<file path="config.mk">
export PLATFORM = sky130hd
export DESIGN_NAME = edge_point_subdivider
export DESIGN_NICKNAME = d
export VERILOG_FILES = /design/src/eps_pkg.sv /design/src/eps_div.sv /design/src/edge_point_subdivider.sv
export VERILOG_INCLUDE_DIRS = /design/src /design/src/src
export SDC_FILE = /design/constraint.sdc
export NUM_CORES = 2
export LEC_CHECK = 0
export BUFFER_PORTS_ARGS = -buffer_cell sky130_fd_sc_hd__clkbuf_2
export CAP_MARGIN = 10
export CORE_MARGIN = 3
export CORE_UTILIZATION = 55
export DETAILED_ROUTE_END_ITERATION = 10
export GPL_ROUTABILITY_DRIVEN = 0
export PLACE_DENSITY = 0.76
export SYNTH_ARGS = -nofsm -noshare
export SYNTH_HDL_FRONTEND = slang
export SYNTH_SLANG_ARGS = --single-unit
</file>
<file path="constraint.sdc">
create_clock -name clk -period 7.81 [get_ports clk]
set_clock_uncertainty 0.15 [all_clocks]
set_input_delay 0.3905 -clock clk [delete_from_list [all_inputs] [get_ports clk]]
set_output_delay 0.3905 -clock clk [all_outputs]
set_load 0.02 [all_outputs]
</file>
<file path="src/edge_point_subdivider_defines.svh">
// Assertion helpers used by the checked module.
`ifndef EDGE_POINT_SUBDIVIDER_DEFINES_SVH
`define EDGE_POINT_SUBDIVIDER_DEFINES_SVH

// same-cycle implication, checked out of reset
`define EPS_CHECK(label, ante, cons, msg) \
    label: assert property (@(posedge clk) disable iff (!rst_n) (ante) |-> (cons)) \
        else $error(msg);

// next-cycle implication, checked out of reset
`define EPS_CHECK_NEXT(label, ante, cons, msg) \
    label: assert property (@(posedge clk) disable iff (!rst_n) (ante) |=> (cons)) \
        else $error(msg);

`endif

</file>
<file path="src/eps_pkg.sv">
package eps_pkg;

    // shared divider: 35-bit dividend, 32-bit divisor
    localparam int DIV_DW = 35;
    localparam int DIV_VW = 32;

    // register index of spacing
    localparam logic ADDR_SPACING = 1'b0;

    typedef struct packed {
        logic              start;
        logic [DIV_DW-1:0] dividend;
        logic [DIV_VW-1:0] divisor;
    } div_in_t;

    typedef struct packed {
        logic              done;
        logic [DIV_DW-1:0] quo;
        logic [DIV_VW-1:0] rem;
    } div_out_t;

endpackage

</file>
<file path="src/eps_div.sv">
module eps_div
(
    input  logic            clk,
    input  logic            rst_n,
    input  eps_pkg::div_in_t  div_in,
    output eps_pkg::div_out_t div_out
);

    localparam int DW = eps_pkg::DIV_DW;
    localparam int VW = eps_pkg::DIV_VW;

    logic          busy_reg;
    logic          done_reg;
    logic [5:0]    cnt_reg;
    logic [DW-1:0] quo_reg;
    logic [VW-1:0] rem_reg;
    logic [VW-1:0] dvs_reg;

    logic [VW:0]   trial;
    logic          take;
    logic [VW:0]   diff;
    logic          step_last;

    // restoring division, one quotient bit a cycle
    assign trial     = {rem_reg, quo_reg[DW-1]};
    assign take      = trial >= {1'b0, dvs_reg};
    assign diff      = trial - {1'b0, dvs_reg};
    assign step_last = busy_reg && (cnt_reg == 6'(DW - 1));

    always_ff @(posedge clk or negedge rst_n)
    begin
        if (!rst_n)
        begin
            busy_reg <= 1'b0;
            done_reg <= 1'b0;
            cnt_reg  <= '0;
        end
        else
        begin
            done_reg <= step_last;
            if (div_in.start)
            begin
                busy_reg <= 1'b1;
                cnt_reg  <= '0;
            end
            else if (busy_reg)
            begin
                cnt_reg <= cnt_reg + 6'd1;
                if (step_last)
                begin
                    busy_reg <= 1'b0;
                end
            end
        end
    end

    always_ff @(posedge clk)
    begin
        if (div_in.start)
        begin
            quo_reg <= div_in.dividend;
            rem_reg <= '0;
            dvs_reg <= div_in.divisor;
        end
        else if (busy_reg)
        begin
            quo_reg <= {quo_reg[DW-2:0], take};
            rem_reg <= take ? diff[VW-1:0] : trial[VW-1:0];
        end
    end

    assign div_out.done = done_reg;
    assign div_out.quo  = quo_reg;
    assign div_out.rem  = rem_reg;

endmodule

</file>
<file path="src/edge_point_subdivider.sv">
// Edge point subdivider.
// Input channel (in_valid/in_ready) takes one word per edge: two 3D endpoints,
// signed fixed point. Output channel (out_valid/out_ready) returns one word per
// interior point, last set on the final word of the edge; an edge too short for
// any point returns one word with point_valid low and last high.
// spacing must be written over the APB port while the block is idle; not enforced.
// Per edge: shift-add squaring (three axes), digit-by-digit square root, one
// division for the count and three divisions for the per-axis steps, all on
// one adder datapath and one shared divider; then one point per cycle while
// the receiver takes them. in_ready is high only while the sequencer is
// idle, so one edge is in work at a time.
// Points are stepped with an add and one compare-subtract per axis.
// A stalled receiver holds the output register; point generation waits and
// nothing is dropped. The next edge may be accepted while the last word waits.
// Reset empties the sequencer and output register and sets spacing to 1.0.
`include "edge_point_subdivider_defines.svh"

module edge_point_subdivider
#(
    parameter int MAX_POINTS = 64,
    parameter int FRAC_BITS  = 16
)
(
    input  logic               clk,
    input  logic               rst_n,
    input  logic               in_valid,
    output logic               in_ready,
    input  logic signed [31:0] start_x,
    input  logic signed [31:0] start_y,
    input  logic signed [31:0] start_z,
    input  logic signed [31:0] end_x,
    input  logic signed [31:0] end_y,
    input  logic signed [31:0] end_z,
    output logic               out_valid,
    input  logic               out_ready,
    output logic signed [31:0] point_x,
    output logic signed [31:0] point_y,
    output logic signed [31:0] point_z,
    output logic [5:0]         point_index,
    output logic [6:0]         point_count,
    output logic               point_valid,
    output logic               count_saturated,
    output logic               last,
    input  logic               psel,
    input  logic               penable,
    input  logic               pwrite,
    input  logic [2:0]         paddr,
    input  logic [31:0]        pwdata,
    output logic [31:0]        prdata,
    output logic               pready
);

    localparam int NW = $clog2(MAX_POINTS + 1);
    localparam int CW = $clog2(MAX_POINTS + 2);
    localparam int RW = CW + 2;

    localparam logic [2:0] ST_IDLE = 3'd0;
    localparam logic [2:0] ST_MUL  = 3'd1;
    localparam logic [2:0] ST_SQRT = 3'd2;
    localparam logic [2:0] ST_CDIV = 3'd3;
    localparam logic [2:0] ST_ADIV = 3'd4;
    localparam logic [2:0] ST_EMIT = 3'd5;

    logic [2:0]    state_reg;
    logic [5:0]    cnt_reg;
    logic [1:0]    k_reg;
    logic          start_reg;
    logic [NW-1:0] idx_reg;
    logic          out_valid_reg;
    logic [30:0]   spacing_reg;

    logic [31:0]   a_reg [3];
    logic          neg_reg [3];
    logic [32:0]   mag_reg [3];
    logic [65:0]   sum_reg;
    logic [65:0]   mcand_reg;
    logic [32:0]   mplier_reg;
    logic [32:0]   root_reg;
    logic [34:0]   srem_reg;
    logic [NW-1:0] n_reg;
    logic          sat_reg;
    logic [CW-1:0] den_reg;
    logic [32:0]   qstep_reg [3];
    logic [RW-1:0] rstep_reg [3];
    logic [32:0]   q_reg [3];
    logic [RW-1:0] racc_reg [3];

    logic [31:0]   px_reg, py_reg, pz_reg;
    logic [5:0]    pidx_reg;
    logic [6:0]    pcnt_reg;
    logic          pvalid_reg, psat_reg, plast_reg;

    logic [32:0]   q_next [3];
    logic [RW-1:0] racc_next [3];
    logic [31:0]   pt_next [3];

    logic [31:0]   in_s [3];
    logic [31:0]   in_e [3];
    logic [32:0]   dif [3];
    logic [32:0]   dmag [3];

    eps_pkg::div_in_t  div_in;
    eps_pkg::div_out_t div_out;

    logic          acc_in;
    logic          mul_last;
    logic          sqrt_last;
    logic          fire;
    logic          emit_last;
    logic          cfg_wr;
    logic [30:0]   sp;
    logic [36:0]   rt;
    logic [36:0]   trial;
    logic          rt_ge;
    logic [34:0]   nraw;
    logic          nsat;
    logic [NW-1:0] nsel;
    logic [RW-1:0] twoden;

    assign in_s[0] = start_x;
    assign in_s[1] = start_y;
    assign in_s[2] = start_z;
    assign in_e[0] = end_x;
    assign in_e[1] = end_y;
    assign in_e[2] = end_z;

    always_comb
    begin
        for (int i = 0; i < 3; i++)
        begin
            dif[i]  = {in_e[i][31], in_e[i]} - {in_s[i][31], in_s[i]};
            dmag[i] = dif[i][32] ? (33'd0 - dif[i]) : dif[i];
        end
    end

    assign in_ready  = (state_reg == ST_IDLE);
    assign acc_in    = in_valid && in_ready;
    assign mul_last  = (state_reg == ST_MUL) && (cnt_reg == 6'd32);
    assign sqrt_last = (state_reg == ST_SQRT) && (cnt_reg == 6'd32);
    assign fire      = (state_reg == ST_EMIT) && (!out_valid_reg || out_ready);
    assign emit_last = (n_reg == '0) || (idx_reg == n_reg - NW'(1));
    assign cfg_wr    = psel && penable && pwrite && pready;
    assign sp        = (spacing_reg == '0) ? 31'd1 : spacing_reg;

    // square root digit: bring down two bits, try (4*root + 1)
    assign rt    = {srem_reg, sum_reg[65:64]};
    assign trial = {2'b00, root_reg, 2'b01};
    assign rt_ge = rt >= trial;

    // rounded count from the shared divider
    assign nraw   = div_out.quo;
    assign nsat   = nraw > 35'(MAX_POINTS);
    assign nsel   = nsat ? NW'(MAX_POINTS) : nraw[NW-1:0];
    assign twoden = {1'b0, den_reg, 1'b0};

    always_comb
    begin
        div_in.start = start_reg;
        if (state_reg == ST_CDIV)
        begin
            div_in.dividend = 35'({root_reg, 1'b0}) + 35'(sp);
            div_in.divisor  = {sp, 1'b0};
        end
        else
        begin
            div_in.dividend = 35'(mag_reg[k_reg]);
            div_in.divisor  = 32'(den_reg);
        end
    end

    eps_div u_div
    (
        .clk     (clk),
        .rst_n   (rst_n),
        .div_in  (div_in),
        .div_out (div_out)
    );

    // point i: quotient and remainder of (2*mag*i + den) / (2*den), stepped
    always_comb
    begin
        for (int i = 0; i < 3; i++)
        begin
            racc_next[i] = racc_reg[i] + rstep_reg[i];
            q_next[i]    = q_reg[i] + qstep_reg[i];
            if (racc_next[i] >= twoden)
            begin
                racc_next[i] = racc_next[i] - twoden;
                q_next[i]    = q_next[i] + 33'd1;
            end
            pt_next[i] = neg_reg[i] ? (a_reg[i] - q_next[i][31:0])
                                    : (a_reg[i] + q_next[i][31:0]);
        end
    end

    always_ff @(posedge clk or negedge rst_n)
    begin
        if (!rst_n)
        begin
            state_reg     <= ST_IDLE;
            cnt_reg       <= '0;
            k_reg         <= '0;
            start_reg     <= 1'b0;
            idx_reg       <= '0;
            out_valid_reg <= 1'b0;
            spacing_reg   <= 31'(1) << FRAC_BITS;
        end
        else
        begin
            start_reg <= 1'b0;
            if (cfg_wr && (paddr[2] == eps_pkg::ADDR_SPACING))
            begin
                spacing_reg <= pwdata[30:0];
            end
            if (out_valid_reg && out_ready)
            begin
                out_valid_reg <= 1'b0;
            end
            case (state_reg)
                ST_IDLE:
                begin
                    if (acc_in)
                    begin
                        state_reg <= ST_MUL;
                        cnt_reg   <= '0;
                        k_reg     <= '0;
                    end
                end
                ST_MUL:
                begin
                    if (mul_last)
                    begin
                        cnt_reg <= '0;
                        if (k_reg == 2'd2)
                        begin
                            state_reg <= ST_SQRT;
                        end
                        else
                        begin
                            k_reg <= k_reg + 2'd1;
                        end
                    end
                    else
                    begin
                        cnt_reg <= cnt_reg + 6'd1;
                    end
                end
                ST_SQRT:
                begin
                    if (sqrt_last)
                    begin
                        state_reg <= ST_CDIV;
                        start_reg <= 1'b1;
                        cnt_reg   <= '0;
                    end
                    else
                    begin
                        cnt_reg <= cnt_reg + 6'd1;
                    end
                end
                ST_CDIV:
                begin
                    if (div_out.done)
                    begin
                        k_reg   <= '0;
                        idx_reg <= '0;
                        if (nsel == '0)
                        begin
                            state_reg <= ST_EMIT;
                        end
                        else
                        begin
                            state_reg <= ST_ADIV;
                            start_reg <= 1'b1;
                        end
                    end
                end
                ST_ADIV:
                begin
                    if (div_out.done)
                    begin
                        if (k_reg == 2'd2)
                        begin
                            state_reg <= ST_EMIT;
                        end
                        else
                        begin
                            k_reg     <= k_reg + 2'd1;
                            start_reg <= 1'b1;
                        end
                    end
                end
                ST_EMIT:
                begin
                    if (fire)
                    begin
                        out_valid_reg <= 1'b1;
                        idx_reg       <= idx_reg + NW'(1);
                        if (emit_last)
                        begin
                            state_reg <= ST_IDLE;
                        end
                    end
                end
                default:
                begin
                    state_reg <= ST_IDLE;
                end
            endcase
        end
    end

    always_ff @(posedge clk)
    begin
        if (acc_in)
        begin
            for (int i = 0; i < 3; i++)
            begin
                a_reg[i]   <= in_s[i];
                neg_reg[i] <= dif[i][32];
                mag_reg[i] <= dmag[i];
            end
            sum_reg    <= '0;
            mcand_reg  <= {33'd0, dmag[0]};
            mplier_reg <= dmag[0];
            root_reg   <= '0;
            srem_reg   <= '0;
        end

        if (state_reg == ST_MUL)
        begin
            if (mplier_reg[0])
            begin
                sum_reg <= sum_reg + mcand_reg;
            end
            if (mul_last)
            begin
                mcand_reg  <= {33'd0, mag_reg[k_reg + 2'd1]};
                mplier_reg <= mag_reg[k_reg + 2'd1];
            end
            else
            begin
                mcand_reg  <= {mcand_reg[64:0], 1'b0};
                mplier_reg <= {1'b0, mplier_reg[32:1]};
            end
        end

        if (state_reg == ST_SQRT)
        begin
            sum_reg <= {sum_reg[63:0], 2'b00};
            if (rt_ge)
            begin
                srem_reg <= 35'(rt - trial);
                root_reg <= {root_reg[31:0], 1'b1};
            end
            else
            begin
                srem_reg <= rt[34:0];
                root_reg <= {root_reg[31:0], 1'b0};
            end
        end

        if ((state_reg == ST_CDIV) && div_out.done)
        begin
            n_reg   <= nsel;
            sat_reg <= nsat;
            den_reg <= CW'(nsel) + CW'(1);
        end

        if ((state_reg == ST_ADIV) && div_out.done)
        begin
            qstep_reg[k_reg] <= div_out.quo[32:0];
            rstep_reg[k_reg] <= RW'({div_out.rem[CW-1:0], 1'b0});
            q_reg[k_reg]     <= '0;
            racc_reg[k_reg]  <= RW'(den_reg);
        end

        if (fire)
        begin
            if (n_reg == '0)
            begin
                px_reg     <= '0;
                py_reg     <= '0;
                pz_reg     <= '0;
                pidx_reg   <= '0;
                pcnt_reg   <= '0;
                pvalid_reg <= 1'b0;
                psat_reg   <= 1'b0;
                plast_reg  <= 1'b1;
            end
            else
            begin
                for (int i = 0; i < 3; i++)
                begin
                    q_reg[i]    <= q_next[i];
                    racc_reg[i] <= racc_next[i];
                end
                px_reg     <= pt_next[0];
                py_reg     <= pt_next[1];
                pz_reg     <= pt_next[2];
                pidx_reg   <= 6'(idx_reg);
                pcnt_reg   <= 7'(n_reg);
                pvalid_reg <= 1'b1;
                psat_reg   <= sat_reg;
                plast_reg  <= emit_last;
            end
        end
    end

    assign out_valid       = out_valid_reg;
    assign point_x         = px_reg;
    assign point_y         = py_reg;
    assign point_z         = pz_reg;
    assign point_index     = pidx_reg;
    assign point_count     = pcnt_reg;
    assign point_valid     = pvalid_reg;
    assign count_saturated = psat_reg;
    assign last            = plast_reg;

    assign pready = 1'b1;
    assign prdata = (paddr[2] == eps_pkg::ADDR_SPACING) ? {1'b0, spacing_reg} : 32'd0;

    `EPS_CHECK(a_sat_count, (state_reg == ST_EMIT) && sat_reg, n_reg == NW'(MAX_POINTS), "saturated count not clipped")
    `EPS_CHECK(a_emit_idx, state_reg == ST_EMIT, (idx_reg < n_reg) || (n_reg == '0), "point index past count")
    `EPS_CHECK(a_div_state, div_out.done, (state_reg == ST_CDIV) || (state_reg == ST_ADIV), "divider finished outside a divide step")
    `EPS_CHECK_NEXT(a_div_start, start_reg, !div_out.done, "divider finished right after start")

endmodule
</file>
==> impl_metrics.yaml <==
status:
  outcome: "completed"
routing:
  vias_per_cell: 6.29
  drtIter0Drc: 6890
  antenna_left: 0
  vias: 60100
  dr.pass1.iters: 6
  routed_wl_mm: 211
  routedWlPerCell_um: 22.1
  drt_drc_violations_left: 0
setup_path:
  slowest_delay_ns: 0.40
  r2r-start: "rstep_reg[1][0]"
  required_ns: 8.12
  r2r_slack_ns: 0.10
  path_class: "register to register"
  crit_slowest_cell: "xor2_1"
  crit_fanout: 8
  cp_data_arrival_time_ns: 8.02
  r2r_cells: 35
  cp-end-kind: "register"
  reg2reg_to: "point_y[30]"
  worstSetupStartpointType: "register"
timing:
  tightest_slew_ns: 1.33
  fin_crit_ns: 7.71
  hold_viol_final: 0
  maxSlewViolCount: 0
  relSlewSlack_pct: 10.8
  post-route-period-util_pct: 98.7
  clock.fmax_mhz: 130
  fin_tns_setup_ns: 0
  setup-violations-final: 0
  fin_hold_ws_ns: 0.0826
  setup_slack_ns: 0.100
hold_path:
  min_from: "in_valid"
  worstHoldPathType: "input pin to register"
  hold_depth: 4
  holdPathEnd: "cnt_reg[5]"
synthesis:
  avgSynthCellArea_um2: 9.40
  async_flop_share_pct: 6.17
  ys.flop_type: "edfxtp_1"
  synth.distinct_cells: 132
  netlist_instances: 7327
  synth_warnings: 0
  seq_area_frac_synth_pct: 39.8
  ys_ff_latch: 956
  synth-edff-count: 799
  synth_nets: 8085
  syn-cell-area_um2: 68800
layout:
  final_area_um2: 78200
  n_fill_cell: 9824
  most-common-layout-cells: "880 x nor2_1, 799 x edfxtp_1, 529 x a21oi_1"
  final_layout_size_suffix_gt1_share_pct: 11.6
  syn_to_final_growth_pct: 13.6
  final_common_cell: "nor2_1"
  layoutNonFillerInstCount: 9549
  fin_nets: 8567
  largest_reg_flops: 99
placement:
  io_buffers: 375
  postPlaceCellArea_um2: 72700
  place_hpwl_mm: 154
  post-place-ws_ns: -0.308
  placedCellCount: 9189
clocking:
  clk_latency_ns: 0.76
  clock_path_buffers: 3
  cts_tree: "done"
  clock-root-buffer: "clkbuf_16"
  htree_levels: 3
  clock_sinks: 956
  cts-buffers-inserted: 106
  clk_pin_slew_ns: 0.07
power:
  ir_drop_v: 0.000327
  leakage_nw: 31.9
  powerDensity_nw_per_um2: 309
grt:
  grt-ovfl-total: 0
  grt_max_degree: 96
  grt_pass1_vias: 56600
  grt_pass1_wl_mm: 318
  track_usage_pct: 31.0
  antenna_found_initial: 14
floorplan:
  start_util_pct: 55.5
  core_um2: 124000
  rows: 129
  die_w_um: 360
  ioPinCount: 381
  die_area_um2: 129000
  chipHeight_um: 360
job:
  max_cap_viol_count: 0
per-layer routing:
metal	share of wire (%)	track usage (%)	vias up
li1	-	-	27900
met1	39	39.8	28500
met2	45	49.2	3013
met3	9.7	6.49	685
met4	6.2	17.0	2
met5	0.0057	0	-
synthesized netlist by cell type (52+ instances only):
library cell,count,share of area (%)
mux2i_1,128,1.9
nor2_1,889,4.8
edfxtp_1,799,35
nand2_1,439,2.4
o21bai_1,67,0.73
a31oi_1,91,0.83
nor2b_1,109,0.99
inv_1,406,2.2
o21ai_0,354,2.6
and3_1,148,1.3
o21a_1,81,0.88
nor4_1,53,0.48
xor2_1,265,3.4
ha_1,506,9.2
clkbuf_1,232,1.3
a211oi_1,79,0.86
nand4_1,85,0.77
nand3_1,139,1.0
nand2b_1,82,0.75
xnor2_1,398,5.1
and2_1,76,0.69
dfxtp_1,98,2.8
a221oi_1,55,0.70
or3_1,52,0.47
dfrtp_1,58,2.1
nor3_1,150,1.1
a21o_1,238,2.6
a21oi_1,545,4.0
how the worst max path moves through the flow:
stage,slack (ns),from,end
after floorplan,0.41,rstep_reg[2][0],point_z[31]
after global placement,-0.27,racc_reg[0][1],point_x[31]
after detailed placement,-0.31,racc_reg[0][1],point_x[31]
after CTS,0.009,rstep_reg[0][0],point_x[31]
after global routing,-0.23,rstep_reg[1][0],point_y[30]
final,0.10,rstep_reg[1][0],point_y[30]
kinds of logic (layout without fill, tap and decap cells):
| family | count (synthesis) | count (layout) | synth area share (%) |
|---|---|---|---|
| compound gates | 1945 | 1945 | 18.6 |
| xor+xnor | 668 | 668 | 8.57 |
| fa+ha+maj | 524 | 524 | 9.72 |
| buf+inv | 680 | 1248 | 3.77 |
| flops | 956 | 956 | 39.8 |
| mux | 161 | 161 | 2.40 |
| other cells | 2 | 19 | 0.0109 |
| simple gates | 2391 | 2391 | 17.1 |
cell type report:
class,instances,area [µm²],share of cell area [%]
Multi-Input combinational cell,5691,39300,50.3
Sequential cell,956,27400,35.1
Timing Repair Buffer,645,4230,5.40
Clock buffer,131,2880,3.68
Tap cell,1637,2050,2.62
Inverter,409,1540,1.97
Clock inverter,63,707,0.904
Antenna cell,17,42.5,0.0544
critical path, delay by kind of cell (launching register included):
kind,cells,cell delay (ns)
muxes,1,0.35
and+or+nand+nor,9,1.50
DFF,1,0.37
adders and majority gates,4,1.28
AOI/OAI and AO/OA,18,3.00
xor gates and xnor gates,3,0.76
timing repair:
action,in CTS,in global routing
resized for setup,17,80
pin swaps,2,35
setup buffers,3,17
hold buffers,129,0
hold endpoints to repair,186,0
endpoints found under the setup margin,12,28
where the power goes:
part	switching (mW)	total, mW	internal [mW]
clock network	2.23	5.20	2.97
logic	6.72	11.1	4.38
registers	0.867	7.85	6.98
total	9.82	24.2	14.3
metrics by stage:
step / util [%] / total power, mW
CTS: 62.7 / 23.9
global placement: 58.7 / 18.2
finish: 63.1 / 24.2
detailed placement: 58.7 / 18.6
floorplan: - / 15.7
global route: 63.1 / 25.6
(Power assumes the default switching activity.)
